--- src/sv/pwc_pkg.sv ---
// ----------------------------------------------------------------------------
// pwc_pkg
// Shared constants, codes and types of the IR pulse width capture block.
// ----------------------------------------------------------------------------
package pwc_pkg;

  localparam int STORE_DEPTH_DEFAULT = 128;
  localparam int TIMER_BITS_DEFAULT  = 16;

  localparam int ACTION_W = 2;
  localparam int RIDX_W   = 7;
  localparam int WIDTH_W  = 16;
  localparam int COUNT_W  = 8;
  localparam int STATE_W  = 2;
  localparam int CFG_IDX_W  = 2;
  localparam int CFG_DATA_W = 16;

  localparam logic [ACTION_W-1:0] ACT_TICK   = 2'd0;
  localparam logic [ACTION_W-1:0] ACT_RESUME = 2'd1;
  localparam logic [ACTION_W-1:0] ACT_READ   = 2'd2;

  localparam logic [CFG_IDX_W-1:0] REG_GAP_LIMIT    = 2'd0;
  localparam logic [CFG_IDX_W-1:0] REG_BLINK_ENABLE = 2'd1;
  localparam logic [CFG_IDX_W-1:0] REG_MARK_LEVEL   = 2'd2;

  localparam logic [CFG_DATA_W-1:0] GAP_LIMIT_RESET = 16'd100;

  typedef struct packed {
    logic               recorded;
    logic [RIDX_W-1:0]  record_index;
    logic [WIDTH_W-1:0] record_width;
    logic [STATE_W-1:0] capture_state;
    logic               ready_res;
    logic [COUNT_W-1:0] entry_count;
    logic               led_on;
    logic               rd_hit;
  } pwc_status_t;

endpackage

--- src/sv/pwc_store.sv ---
// ----------------------------------------------------------------------------
// pwc_store
// Width store: one write port, one read port with registered read data.
// ----------------------------------------------------------------------------
module pwc_store #(
  parameter int DEPTH  = pwc_pkg::STORE_DEPTH_DEFAULT,
  parameter int DATA_W = pwc_pkg::TIMER_BITS_DEFAULT
) (
  input  logic                     clk,
  input  logic                     wr_en,
  input  logic [$clog2(DEPTH)-1:0] wr_addr,
  input  logic [DATA_W-1:0]        wr_data,
  input  logic                     rd_en,
  input  logic [$clog2(DEPTH)-1:0] rd_addr,
  output logic [DATA_W-1:0]        rd_data
);

  logic [DATA_W-1:0] mem [DEPTH];

  always_ff @(posedge clk) begin
    if (wr_en) begin
      mem[wr_addr] <= wr_data;
    end
  end

  always_ff @(posedge clk) begin
    if (rd_en) begin
      rd_data <= mem[rd_addr];
    end
  end

endmodule

--- src/sv/pwc_ctrl.sv ---
// ----------------------------------------------------------------------------
// pwc_ctrl
// Capture sequencer: configuration registers, phase, tick timer and entry
// count, with the store write request for each tick that records a width.
// ----------------------------------------------------------------------------
module pwc_ctrl #(
  parameter int STORE_DEPTH = pwc_pkg::STORE_DEPTH_DEFAULT,
  parameter int TIMER_BITS  = pwc_pkg::TIMER_BITS_DEFAULT
) (
  input  logic                                clk,
  input  logic                                rst,
  input  logic                                cfg_we,
  input  logic [pwc_pkg::CFG_IDX_W-1:0]       cfg_index,
  input  logic [pwc_pkg::CFG_DATA_W-1:0]      cfg_data,
  input  logic                                fire,
  input  logic [pwc_pkg::ACTION_W-1:0]        action,
  input  logic                                pin_level,
  input  logic [pwc_pkg::RIDX_W-1:0]          read_index,
  output logic                                wr_en,
  output logic [$clog2(STORE_DEPTH)-1:0]      wr_addr,
  output logic [TIMER_BITS-1:0]               wr_data,
  output pwc_pkg::pwc_status_t                status
);

  localparam int AW   = $clog2(STORE_DEPTH);
  localparam int CW   = $clog2(STORE_DEPTH + 1);
  localparam int CMPW = (TIMER_BITS > pwc_pkg::WIDTH_W) ? TIMER_BITS : pwc_pkg::WIDTH_W;
  localparam int IXW  = (AW > pwc_pkg::RIDX_W) ? AW : pwc_pkg::RIDX_W;
  localparam int ECW  = (CW > pwc_pkg::COUNT_W) ? CW : pwc_pkg::COUNT_W;

  typedef enum logic [1:0] {
    PH_IDLE  = 2'd0,
    PH_MARK  = 2'd1,
    PH_SPACE = 2'd2,
    PH_STOP  = 2'd3
  } phase_t;

  logic [pwc_pkg::CFG_DATA_W-1:0] gap_limit;
  logic                           blink_enable;
  logic                           mark_level;

  phase_t                phase, phase_next, phase_eff;
  logic [TIMER_BITS-1:0] timer, timer_next, timer_inc;
  logic [CW-1:0]         count, count_next;
  logic                  led, led_next;

  logic          is_mark;
  logic          full;
  logic          store;
  logic [AW-1:0] store_idx;
  logic          rd_hit;
  logic [CMPW-1:0] timer_cmp, gap_cmp, width_ext;
  logic [IXW-1:0]  idx_ext;
  logic [ECW-1:0]  count_ext;

  assign is_mark   = (pin_level == mark_level);
  assign timer_inc = (timer == {TIMER_BITS{1'b1}}) ? timer : timer + 1'b1;
  assign full      = (count >= CW'(STORE_DEPTH));
  assign phase_eff = full ? PH_STOP : phase;
  assign timer_cmp = CMPW'(timer_inc);
  assign gap_cmp   = CMPW'(gap_limit);

  always_comb begin
    phase_next = phase;
    timer_next = timer;
    count_next = count;
    led_next   = led;
    store      = 1'b0;
    store_idx  = count[AW-1:0];
    rd_hit     = 1'b0;
    unique case (action)
      pwc_pkg::ACT_TICK: begin
        timer_next = timer_inc;
        phase_next = phase_eff;
        unique case (phase_eff)
          PH_IDLE: begin
            if (is_mark) begin
              timer_next = '0;
              if (timer_cmp >= gap_cmp) begin
                store      = 1'b1;
                store_idx  = '0;
                count_next = CW'(1);
                phase_next = PH_MARK;
              end
            end
          end
          PH_MARK: begin
            if (!is_mark) begin
              store      = 1'b1;
              count_next = count + 1'b1;
              timer_next = '0;
              phase_next = PH_SPACE;
            end
          end
          PH_SPACE: begin
            if (is_mark) begin
              store      = 1'b1;
              count_next = count + 1'b1;
              timer_next = '0;
              phase_next = PH_MARK;
            end else if (timer_cmp > gap_cmp) begin
              phase_next = PH_STOP;
            end
          end
          PH_STOP: begin
            if (is_mark) begin
              timer_next = '0;
            end
          end
          default: begin
            phase_next = PH_STOP;
          end
        endcase
        if (blink_enable) begin
          led_next = is_mark;
        end
      end
      pwc_pkg::ACT_RESUME: begin
        phase_next = PH_IDLE;
        count_next = '0;
      end
      pwc_pkg::ACT_READ: begin
        rd_hit = (32'(read_index) < 32'(count)) && (32'(read_index) < STORE_DEPTH);
      end
      default: begin
        rd_hit = 1'b0;
      end
    endcase
  end

  assign wr_en   = fire && store;
  assign wr_addr = store_idx;
  assign wr_data = timer_inc;

  assign width_ext = CMPW'(timer_inc);
  assign idx_ext   = IXW'(store_idx);
  assign count_ext = ECW'(count_next);

  always_comb begin
    status               = '0;
    status.recorded      = store;
    status.record_index  = store ? idx_ext[pwc_pkg::RIDX_W-1:0] : '0;
    status.record_width  = store ? width_ext[pwc_pkg::WIDTH_W-1:0] : '0;
    status.capture_state = phase_next;
    status.ready_res     = (phase_next == PH_STOP);
    status.entry_count   = count_ext[pwc_pkg::COUNT_W-1:0];
    status.led_on        = led_next;
    status.rd_hit        = rd_hit;
  end

  always_ff @(posedge clk) begin
    if (rst) begin
      gap_limit    <= pwc_pkg::GAP_LIMIT_RESET;
      blink_enable <= 1'b0;
      mark_level   <= 1'b0;
    end else if (cfg_we) begin
      case (cfg_index)
        pwc_pkg::REG_GAP_LIMIT:    gap_limit    <= cfg_data;
        pwc_pkg::REG_BLINK_ENABLE: blink_enable <= cfg_data[0];
        pwc_pkg::REG_MARK_LEVEL:   mark_level   <= cfg_data[0];
        default: begin
        end
      endcase
    end
  end

  always_ff @(posedge clk) begin
    if (rst) begin
      phase <= PH_IDLE;
      timer <= '0;
      count <= '0;
      led   <= 1'b0;
    end else if (fire) begin
      phase <= phase_next;
      timer <= timer_next;
      count <= count_next;
      led   <= led_next;
    end
  end

  a_count_bounded: assert property (@(posedge clk) disable iff (rst)
    count <= CW'(STORE_DEPTH))
    else $error("entry count beyond store depth");

  a_write_on_tick: assert property (@(posedge clk) disable iff (rst)
    wr_en |-> (fire && action == pwc_pkg::ACT_TICK))
    else $error("store write outside a tick transaction");

  a_resume_clears: assert property (@(posedge clk) disable iff (rst)
    (fire && action == pwc_pkg::ACT_RESUME) |=> (count == '0 && phase == PH_IDLE))
    else $error("resume did not rearm capture");

  a_full_no_write: assert property (@(posedge clk) disable iff (rst)
    full |-> !wr_en)
    else $error("store write while full");

endmodule

--- src/sv/pwc_out.sv ---
// ----------------------------------------------------------------------------
// pwc_out
// Result staging: a stage that waits for the store read data, then the
// output register. Accepts a new transaction while stalled only if s1 is empty.
// ----------------------------------------------------------------------------
module pwc_out #(
  parameter int DATA_W = pwc_pkg::TIMER_BITS_DEFAULT
) (
  input  logic                          clk,
  input  logic                          rst,
  input  logic                          in_valid,
  output logic                          in_ready,
  input  pwc_pkg::pwc_status_t          status,
  input  logic [DATA_W-1:0]             rd_data,
  output logic                          out_valid,
  input  logic                          out_ready,
  output logic                          recorded,
  output logic [pwc_pkg::RIDX_W-1:0]    record_index,
  output logic [pwc_pkg::WIDTH_W-1:0]   record_width,
  output logic [pwc_pkg::STATE_W-1:0]   capture_state,
  output logic                          ready_res,
  output logic [pwc_pkg::COUNT_W-1:0]   entry_count,
  output logic                          led_on,
  output logic [pwc_pkg::WIDTH_W-1:0]   read_data
);

  localparam int DW = (DATA_W > pwc_pkg::WIDTH_W) ? DATA_W : pwc_pkg::WIDTH_W;

  logic                 s1_valid;
  pwc_pkg::pwc_status_t s1_status;
  pwc_pkg::pwc_status_t out_status;
  logic                 s1_adv;
  logic [DW-1:0]        rd_ext;

  assign s1_adv   = s1_valid && (!out_valid || out_ready);
  assign in_ready = !s1_valid || s1_adv;
  assign rd_ext   = DW'(rd_data);

  always_ff @(posedge clk) begin
    if (rst) begin
      s1_valid  <= 1'b0;
      out_valid <= 1'b0;
    end else begin
      if (in_valid && in_ready) begin
        s1_valid <= 1'b1;
      end else if (s1_adv) begin
        s1_valid <= 1'b0;
      end
      if (s1_adv) begin
        out_valid <= 1'b1;
      end else if (out_ready) begin
        out_valid <= 1'b0;
      end
    end
  end

  always_ff @(posedge clk) begin
    if (in_valid && in_ready) begin
      s1_status <= status;
    end
    if (s1_adv) begin
      out_status <= s1_status;
      read_data  <= s1_status.rd_hit ? rd_ext[pwc_pkg::WIDTH_W-1:0] : '0;
    end
  end

  assign recorded      = out_status.recorded;
  assign record_index  = out_status.record_index;
  assign record_width  = out_status.record_width;
  assign capture_state = out_status.capture_state;
  assign ready_res     = out_status.ready_res;
  assign entry_count   = out_status.entry_count;
  assign led_on        = out_status.led_on;

  a_stall_blocks: assert property (@(posedge clk) disable iff (rst)
    (s1_valid && !s1_adv) |-> !in_ready)
    else $error("transaction taken over a stalled stage");

  a_stage_moves: assert property (@(posedge clk) disable iff (rst)
    (s1_valid && out_valid && !out_ready) |=> s1_valid)
    else $error("staged result lost under stall");

endmodule

--- src/sv/ir_pulse_width_capture.sv ---
// ----------------------------------------------------------------------------
// ir_pulse_width_capture
// Raw mark/space width capture for an infrared receiver pin.
// ----------------------------------------------------------------------------
// Input channel (in_valid/in_ready) carries one transaction per tick of the
// sampled pin, a resume command or a read of one stored width. Each input
// transaction gives exactly one result on the output channel
// (out_valid/out_ready) with the phase, entry count and LED state after it.
// The result passes the staging stage and then the output register before
// out_valid rises; the block takes one transaction per cycle while the
// receiver does not stall, set by the read-modify-write of the phase/timer
// registers and the one write and one read port of the store.
// A read returns data from the store in the cycle after the address is taken;
// a write of one transaction is visible to a read in the next one.
// Reset (rst, synchronous) puts capture in idle with timer and count at
// zero, the LED off and registers at their defaults; the store contents are
// undefined until written, and entries beyond the count read as zero.
// On a receiver stall the output register holds; in_ready drops at once if
// the staging stage is full, else after one more enters. Configuration writes
// (cfg_we) apply at once and must be made while idle; it is not enforced.
// ----------------------------------------------------------------------------
module ir_pulse_width_capture #(
  parameter int STORE_DEPTH = pwc_pkg::STORE_DEPTH_DEFAULT,
  parameter int TIMER_BITS  = pwc_pkg::TIMER_BITS_DEFAULT
) (
  input  logic                           clk,
  input  logic                           rst,
  input  logic                           cfg_we,
  input  logic [pwc_pkg::CFG_IDX_W-1:0]  cfg_index,
  input  logic [pwc_pkg::CFG_DATA_W-1:0] cfg_data,
  input  logic                           in_valid,
  output logic                           in_ready,
  input  logic [pwc_pkg::ACTION_W-1:0]   action,
  input  logic                           pin_level,
  input  logic [pwc_pkg::RIDX_W-1:0]     read_index,
  output logic                           out_valid,
  input  logic                           out_ready,
  output logic                           recorded,
  output logic [pwc_pkg::RIDX_W-1:0]     record_index,
  output logic [pwc_pkg::WIDTH_W-1:0]    record_width,
  output logic [pwc_pkg::STATE_W-1:0]    capture_state,
  output logic                           ready_res,
  output logic [pwc_pkg::COUNT_W-1:0]    entry_count,
  output logic                           led_on,
  output logic [pwc_pkg::WIDTH_W-1:0]    read_data
);

  localparam int AW  = $clog2(STORE_DEPTH);
  localparam int RXW = (AW > pwc_pkg::RIDX_W) ? AW : pwc_pkg::RIDX_W;

  logic                  fire;
  logic                  wr_en;
  logic [AW-1:0]         wr_addr;
  logic [TIMER_BITS-1:0] wr_data;
  logic                  rd_en;
  logic [RXW-1:0]        rd_addr_ext;
  logic [TIMER_BITS-1:0] rd_data;
  pwc_pkg::pwc_status_t  status;

  assign fire        = in_valid && in_ready;
  assign rd_en       = fire && (action == pwc_pkg::ACT_READ);
  assign rd_addr_ext = RXW'(read_index);

  pwc_ctrl #(
    .STORE_DEPTH (STORE_DEPTH),
    .TIMER_BITS  (TIMER_BITS)
  ) u_ctrl (
    .clk        (clk),
    .rst        (rst),
    .cfg_we     (cfg_we),
    .cfg_index  (cfg_index),
    .cfg_data   (cfg_data),
    .fire       (fire),
    .action     (action),
    .pin_level  (pin_level),
    .read_index (read_index),
    .wr_en      (wr_en),
    .wr_addr    (wr_addr),
    .wr_data    (wr_data),
    .status     (status)
  );

  pwc_store #(
    .DEPTH  (STORE_DEPTH),
    .DATA_W (TIMER_BITS)
  ) u_store (
    .clk     (clk),
    .wr_en   (wr_en),
    .wr_addr (wr_addr),
    .wr_data (wr_data),
    .rd_en   (rd_en),
    .rd_addr (rd_addr_ext[AW-1:0]),
    .rd_data (rd_data)
  );

  pwc_out #(
    .DATA_W (TIMER_BITS)
  ) u_out (
    .clk           (clk),
    .rst           (rst),
    .in_valid      (in_valid),
    .in_ready      (in_ready),
    .status        (status),
    .rd_data       (rd_data),
    .out_valid     (out_valid),
    .out_ready     (out_ready),
    .recorded      (recorded),
    .record_index  (record_index),
    .record_width  (record_width),
    .capture_state (capture_state),
    .ready_res     (ready_res),
    .entry_count   (entry_count),
    .led_on        (led_on),
    .read_data     (read_data)
  );

endmodule
--- config.mk ---
export PLATFORM = sky130hd
export DESIGN_NAME = ir_pulse_width_capture
export DESIGN_NICKNAME = d
export VERILOG_FILES = /design/src/sv/pwc_pkg.sv /design/src/sv/pwc_store.sv /design/src/sv/pwc_ctrl.sv /design/src/sv/pwc_out.sv /design/src/sv/ir_pulse_width_capture.sv
export SDC_FILE = /design/constraint.sdc
export NUM_CORES = 2
export LEC_CHECK = 0
export BUFFER_PORTS_ARGS = -buffer_cell sky130_fd_sc_hd__buf_2
export CAP_MARGIN = 30
export CELL_PAD_IN_SITES_DETAIL_PLACEMENT = 2
export CELL_PAD_IN_SITES_GLOBAL_PLACEMENT = 2
export CORE_ASPECT_RATIO = 1.1
export CORE_MARGIN = 1.5
export CORE_UTILIZATION = 26
export CTS_CLUSTER_DIAMETER = 120
export DETAILED_ROUTE_END_ITERATION = 16
export PLACE_DENSITY = 0.54
export SYNTH_ARGS = -nofsm -noshare
export SYNTH_HDL_FRONTEND = slang
export SYNTH_HIERARCHICAL = 1
export SYNTH_SLANG_ARGS = --single-unit
--- constraint.sdc ---
create_clock -name clk -period 21.2 [get_ports clk]
set_clock_uncertainty 0.1 [all_clocks]
set_input_delay 2.12 -clock clk [delete_from_list [all_inputs] [get_ports clk]]
set_output_delay 2.12 -clock clk [all_outputs]
set_load 0.01 [all_outputs]
# == After elaboration in Yosys (flattened, before gate mapping) ==
# Memory sizes are Yosys's and may differ from the RTL's. A register that Yosys moved wholly into a read port is not among the register bits.
# Index checks and enable logic that the tools add are counted.
# totals
elab_cells,96
memories,1
latch_bits,0
in_bits,33
romBits,0
ramBits,2048
out_inout_bits,54
regBits,136
# memory_table
name,depth,width,rd,rd_ports_with_merged_regs,write_ports,line_no,source
u_store.mem,128,16,1,1,1,pwc_store.sv:18,logic [DATA_W-1:0] mem [DEPTH];
# classes
div_mod_pow,0
eq_ne,10
n_mul,0
mux,36
n_shift,0
bitwise,0
add_sub_neg,2
reduce_logical,18
n_lt_le_gt_ge,4
# ops
operator,n
2-to-1 mux 16 bit,3
2-to-1 mux 8 bit,4
case mux 16 bit (2 select lines),1
2-to-1 mux 7 bit,4
case mux 8 bit (3 select lines),1
"adder 16 x 1 -> 16 bit, second input constant",1
"equality test 16 bit, second input constant",1
>= comparator 16 bit,1
greater-than comparator 16 bit,1
case mux 8 bit (2 select lines),1
2-to-1 mux 1 bit,13
2-to-1 mux 2 bit,6
"equality test 2 bit, second input constant",5
"adder 8 x 1 -> 8 bit, second input constant",1
">= comparator 8 bit, second input constant",1
less-than comparator 7 x 8 -> 1 bit,1
AND reduction 2 bit,4
"equality test 2 x 1 -> 1 bit, second input constant",3
zero test 2 bit,3
case mux 2 bit (3 select lines),1
logical AND 1 bit,4
case mux 2 bit (2 select lines),1
nonzero test 2 bit,2
case mux 1 bit (3 select lines),1
4 further kinds,6

# == Longest topological paths before layout ==
# logic_depth
ltp_word,10
mapped_depth,22
ltp_nobuf,16

# == Hierarchy ==
# Netlist, hierarchy kept.
# modules_own_cells
module,n_inst,seq_area_each_um2,cells_per_inst,area_each_um2
pwc_store,1,61979.4,3086,78683.0
pwc_ctrl,1,900.9,478,3564.7
pwc_out,1,2712.6,116,2896.5
ir_pulse_width_capture,1,0.0,2,16.3

# == Worst setup path after synthesis ==
# OpenSTA, ideal clock, no wires.
# synth_path
path_type,reg-to-reg
startpoint,register u_ctrl.timer[0]
endpoint,memory u_store/mem[82][0] (netlist bit) (enable)
arrival_time_ns,8.535
setup_ns,0.409
path_slack_ns,12.156
path_buffers,1
stages_incl_launch_ff,16
required_ns,20.691
period_less_slack_ns,9.044
path_cell_list,dfxtp_1 ha_1 nand3_1 a31oi_2 nand3_1 xnor2_1 ha_1 nand4_1 nor2_1 o2bb2ai_1 o311ai_0 buf_2 and2_1 nor2b_1 nand3_1 nor3_1
# synth_between
word_cells_on_any_way,15
cone_classes,add/sub: 1; order compare: 1; eq/ne: 1; mux: 11; reduce/logical: 1
# synth_rtl
item,line_no,source
"start, declared",pwc_ctrl.sv:43,"logic [TIMER_BITS-1:0] timer, timer_next, timer_inc;"
"start signal, assigned",pwc_ctrl.sv:175,timer <= timer_next;
adder 16 x 1 -> 16 bit / equality test 16 bit (equally long branches),pwc_ctrl.sv:57,assign timer_inc = (timer == {TIMER_BITS{1'b1}}) ? timer : timer + 1'b1;
2-to-1 mux 16 bit *,pwc_ctrl.sv:57,
named net wr_data[8],ir_pulse_width_capture.sv:54,logic [TIMER_BITS-1:0] wr_data;
>= comparator 16 bit *,pwc_ctrl.sv:79,if (timer_cmp >= gap_cmp) begin
2-to-1 mux 7 bit *,pwc_ctrl.sv:79,
2-to-1 mux 7 bit *,pwc_ctrl.sv:77,if (is_mark) begin
2-to-1 mux 7 bit *,pwc_ctrl.sv:75,unique case (phase_eff)
2-to-1 mux 7 bit *,pwc_ctrl.sv:71,unique case (action)
named net wr_addr[4],ir_pulse_width_capture.sv:53,logic [AW-1:0] wr_addr;
"end, declared",pwc_store.sv:18,
# The timed path passes the listed nets; every way through them passes the cells marked *.

# == Worst setup path after layout ==
# layout_path
startpoint,register u_ctrl.timer[6]
endpoint,memory u_store/mem[88][7] (netlist bit) (enable)
# layout_between
elab_chain_len,10
word_cells_on_any_way,15
cone_classes,add/sub: 1; order compare: 1; eq/ne: 1; mux: 11; reduce/logical: 1
# layout_rtl
item,line_no,source
adder 16 x 1 -> 16 bit / equality test 16 bit (equally long branches),pwc_ctrl.sv:57,
2-to-1 mux 16 bit *,pwc_ctrl.sv:57,
named net wr_data[13],ir_pulse_width_capture.sv:54,
>= comparator 16 bit *,pwc_ctrl.sv:79,
2-to-1 mux 1 bit *,pwc_ctrl.sv:79,
2-to-1 mux 1 bit *,pwc_ctrl.sv:77,
case mux 1 bit (3 select lines) *,pwc_ctrl.sv:75,
2-to-1 mux 1 bit *,pwc_ctrl.sv:71,
logical AND 1 bit *,pwc_ctrl.sv:131,assign wr_en = fire && store;
named net wr_en,ir_pulse_width_capture.sv:52,logic wr_en;
2-to-1 mux 1 bit *,pwc_store.sv:21,if (wr_en) begin
2-to-1 mux 1 bit (not written as such) *,pwc_store.sv:22,mem[wr_addr] <= wr_data;
# Marked as above.

==> flow_summary_export.csv <==
group,metric,value,unit
run_status,status,"finished clean",
clocking,hold_buffers,0,
logic_synthesis,yosysTopAreaCell,"edfxtp_1",
final_layout,post-route-util,30.52,%
grt,antenna_found_initial,18,
final_layout,seq_area,65590,um2
logic_synthesis,synth_top_family_by_area,"multiplexers",
floorplanning,ios,87,
logic_synthesis,synth_area_per_cell,23.13,um2
grt,grt.total_usage,14.87,%
sta,rsz0062_at_grt,"no",
sta,holdWs,0.3166,ns
pwr,powerDensity,89.49,nW/um2
floorplanning,fp.dieArea,331000,um2
logic_synthesis,yosysSeqAreaShare,77.02,%
clocking,cts_tree,"yes",
final_layout,multiInputGateArea,18870,um2
critical_path,critPathCaptureType,"flip-flop",
detailed_routing,wl_per_cell,29.22,um
floorplanning,rows,220,
logic_synthesis,postSynthCellCount,3682,
grt,grt_start_max_net_pins,123,
detailed_routing,ant_nets,0,
detailed_routing,vias,40110,
final_layout,final-instance-count-excl-fill,8507,
clocking,htree_levels,4,
detailed_routing,detail_route.drc_violations,0,
critical_path,arrival,7.47,ns
floorplanning,initial_utilization,26.11,%
clocking,cts_buffer_depth,4,
logic_synthesis,ys_types,76,
logic_synthesis,yosys_warnings,6,
final_layout,layout.nets,4054,
sta,worst_pin_slew,1.052,ns
placed_design,gp_congestion,0.7400,
logic_synthesis,synth-seq-cells,2200,
logic_synthesis,synth_common_cells,"2153 x edfxtp_1, 672 x mux4_2, 164 x nor2_1",
pwr,finalPower,8.907,mW
critical_path,cp_slowest_stage_delay,0.77,ns
clocking,clk_latency,0.88,ns
placed_design,portBuffers,86,
critical_path,slowest_stage,"nor2_2",
critical_path,critical_path_class,"reg -> reg",
floorplanning,core,326200,um2
sta,setup-tns-final,0,ns
clocking,cts.sinks,2200,
worst_hold_path,hp-class,"reg -> reg",
sta,finalHoldViolations,0,
logic_synthesis,synth.mux.area_fraction,18.09,%
sta,max-slew-margin-rel,29.84,%
logic_synthesis,synth_edf_count,2153,
logic_synthesis,async_flop_share,0,%
clocking,cts_root_buffer,"clkbuf_16",
sta,min_period,6.999,ns
logic_synthesis,synth-simple-area-share,2.201,%
logic_synthesis,synth_ff_type,"edfxtp_1",
final_layout,syn_to_final_growth,16.88,%
logic_synthesis,netlist_top_cells_area,"edfxtp_1 76%, mux4_2 18%, dfxtp_1 1.1%, nor2_1 0.72%, clkbuf_1 0.44%",
critical_path,crit_fanout,67,
final_layout,nFillCells,32270,
detailed_routing,dr.first_iter.drc_count,3692,
logic_synthesis,synthesis.area,85160,um2
logic_synthesis,synth_top_area_share,75.92,%
clocking,post_cts_buffers,0,
critical_path,critPathRequiredTime,21.67,ns
sta,period_share,33.01,%
logic_synthesis,synth.most_common_cell,"edfxtp_1",
logic_synthesis,synth_xor_area_share,0.1616,%
floorplanning,dieWidth,548.7,um
logic_synthesis,synth-compound-area-share,1.026,%
floorplanning,die_h,603.2,um
job,maxCapViolCount,0,
placed_design,placedCellCount,8097,
pwr,vdd_drop_max,0.00005822,V
clocking,cts_buffers,222,
critical_path,cp-start-kind,"flip-flop",
sta,finalSetupViolations,0,
critical_path,crit_chain,"and4_1 -> nand4_1 -> nor2_1 -> xnor2_1 -> nand2_4 -> ha_1 -> nand4_1 -> or4_4 -> a31oi_4 -> o31ai_2 -> a21o_4 -> nor2_2 -> nor2b_1 -> nand2_1 -> nor2_2 -> buf_8",
sta,max_freq,142.9,MHz
sta,finalMaxSlewViolations,0,
grt,overflow,0,
detailed_routing,firstDrtPassIters,5,
pwr,leakage,32.51,nW
critical_path,worst_path_dominant_cell_family,"simple AND/OR/NAND/NOR gates",
logic_synthesis,synthAdderAreaFrac,0.3673,%
placed_design,dpl.hpwl,151600,um
critical_path,worst-path-buf-inv,1,
logic_synthesis,synth_nets,3740,
clocking,cts_resized,0,
clocking,cts.reportedPaths.clkPinSlew,0.06,ns
grt,grt_pass1_vias,43360,
detailed_routing,drt_wl_total,248600,um
detailed_routing,viasPerCell,4.715,
grt,grt_first_pass_wirelength,350400,um
final_layout,final_layout_size_suffix_gt1_share,33.25,%
where the power goes:
group | total (mW) | switching [mW] | internal (mW)
Sequential | 4.73 | 0.00793 | 4.72
Clock | 3.90 | 1.69 | 2.21
Combinational | 0.277 | 0.164 | 0.113
Total | 8.91 | 1.87 | 7.04
stage by stage:
stage,cell area [um2],setup WS (ns)
final,99540,14.20
after global routing,99520,13.72
after CTS,99410,13.68
after detailed placement,92400,12.73
after global placement,91690,12.74
after floorplan,85160,12.16
cell usage in the layout, fill, tap and decap left out, types with 7 or more instances in the layout:
cell       count
mux4_2       672
clkinv_1      41
o21ai_0       22
nand4_1        9
or3_1          8
dfxtp_1       47
nor3_1        12
and2_1        12
clkbuf_16    226
clkbuf_1      46
nor2_2        41
inv_1         28
nand2b_1       7
clkinv_2      51
bufinv_16     22
ha_1          25
edfxtp_1    2153
buf_2         82
buf_4        155
and3_1         7
buf_8         24
and2_2        15
a21oi_1       38
nand3_1       24
mux2_2        16
a31oi_1        7
nor2b_1       18
buf_16        17
nand2_1       78
nor2_1       127
nor3_2         9
sequential cells by signal, indices dropped and copies added, names as in the netlist, 2 cells and up:
| register | count |
|---|---|
| u_ctrl/phase | 2 |
| u_store/mem | 2048 |
| u_out/record_width | 16 |
| u_ctrl/timer | 16 |
| u_out/entry_count | 8 |
| u_ctrl/count | 8 |
| u_out/record_index | 7 |
| u_ctrl/gap_cmp | 16 |
| u_out/s1_status | 37 |
| u_store/rd_data | 16 |
| u_out/read_data | 16 |
| u_out/capture_state | 2 |
cells by family (layout without fill, tap and decap cells):
| family | Yosys count | after routing |
|---|---|---|
| DFF | 2200 | 2200 |
| muxes | 696 | 696 |
| xor gates and xnor gates | 14 | 14 |
| and+or+nand+nor | 392 | 392 |
| other | 0 | 6 |
| adders and majority gates | 25 | 25 |
| AOI/OAI and AO/OA | 129 | 129 |
| buffers and inverters | 226 | 716 |
layout make-up:
type                            count  area share, %
Multi-Input combinational cell   1256          18.96
Clock inverter                    128          1.202
Tap cell                         4329          5.442
Timing Repair Buffer              283          2.501
Clock buffer                      272          5.844
Antenna cell                        6        0.01508
Sequential cell                  2200          65.90
Inverter                           33         0.1370
per-layer routing:
layer  vias to the layer above  track usage, %  part of all wire, %
met4                         0           3.384                  2.1
met5                         -               0                    0
li1                      16240               -                    -
met1                     22630           19.96                   43
met2                       964           25.54                   50
met3                       279           1.944                  4.3
path summary, 6_finish.rpt:
path	start	to	slack (ns)	cells past startpoint
worst min-delay path	u_out/s1_status[6]	u_out/entry_count[4]	0.32	0
worst max register to register	u_ctrl/timer[6]	u_store/mem[88][7]	14.20	16
worst min register to register	u_out/s1_status[6]	u_out/entry_count[4]	0.32	0
worst max-delay path	u_ctrl/timer[6]	u_store/mem[88][7]	14.20	16
(Power assumes the default switching activity.)
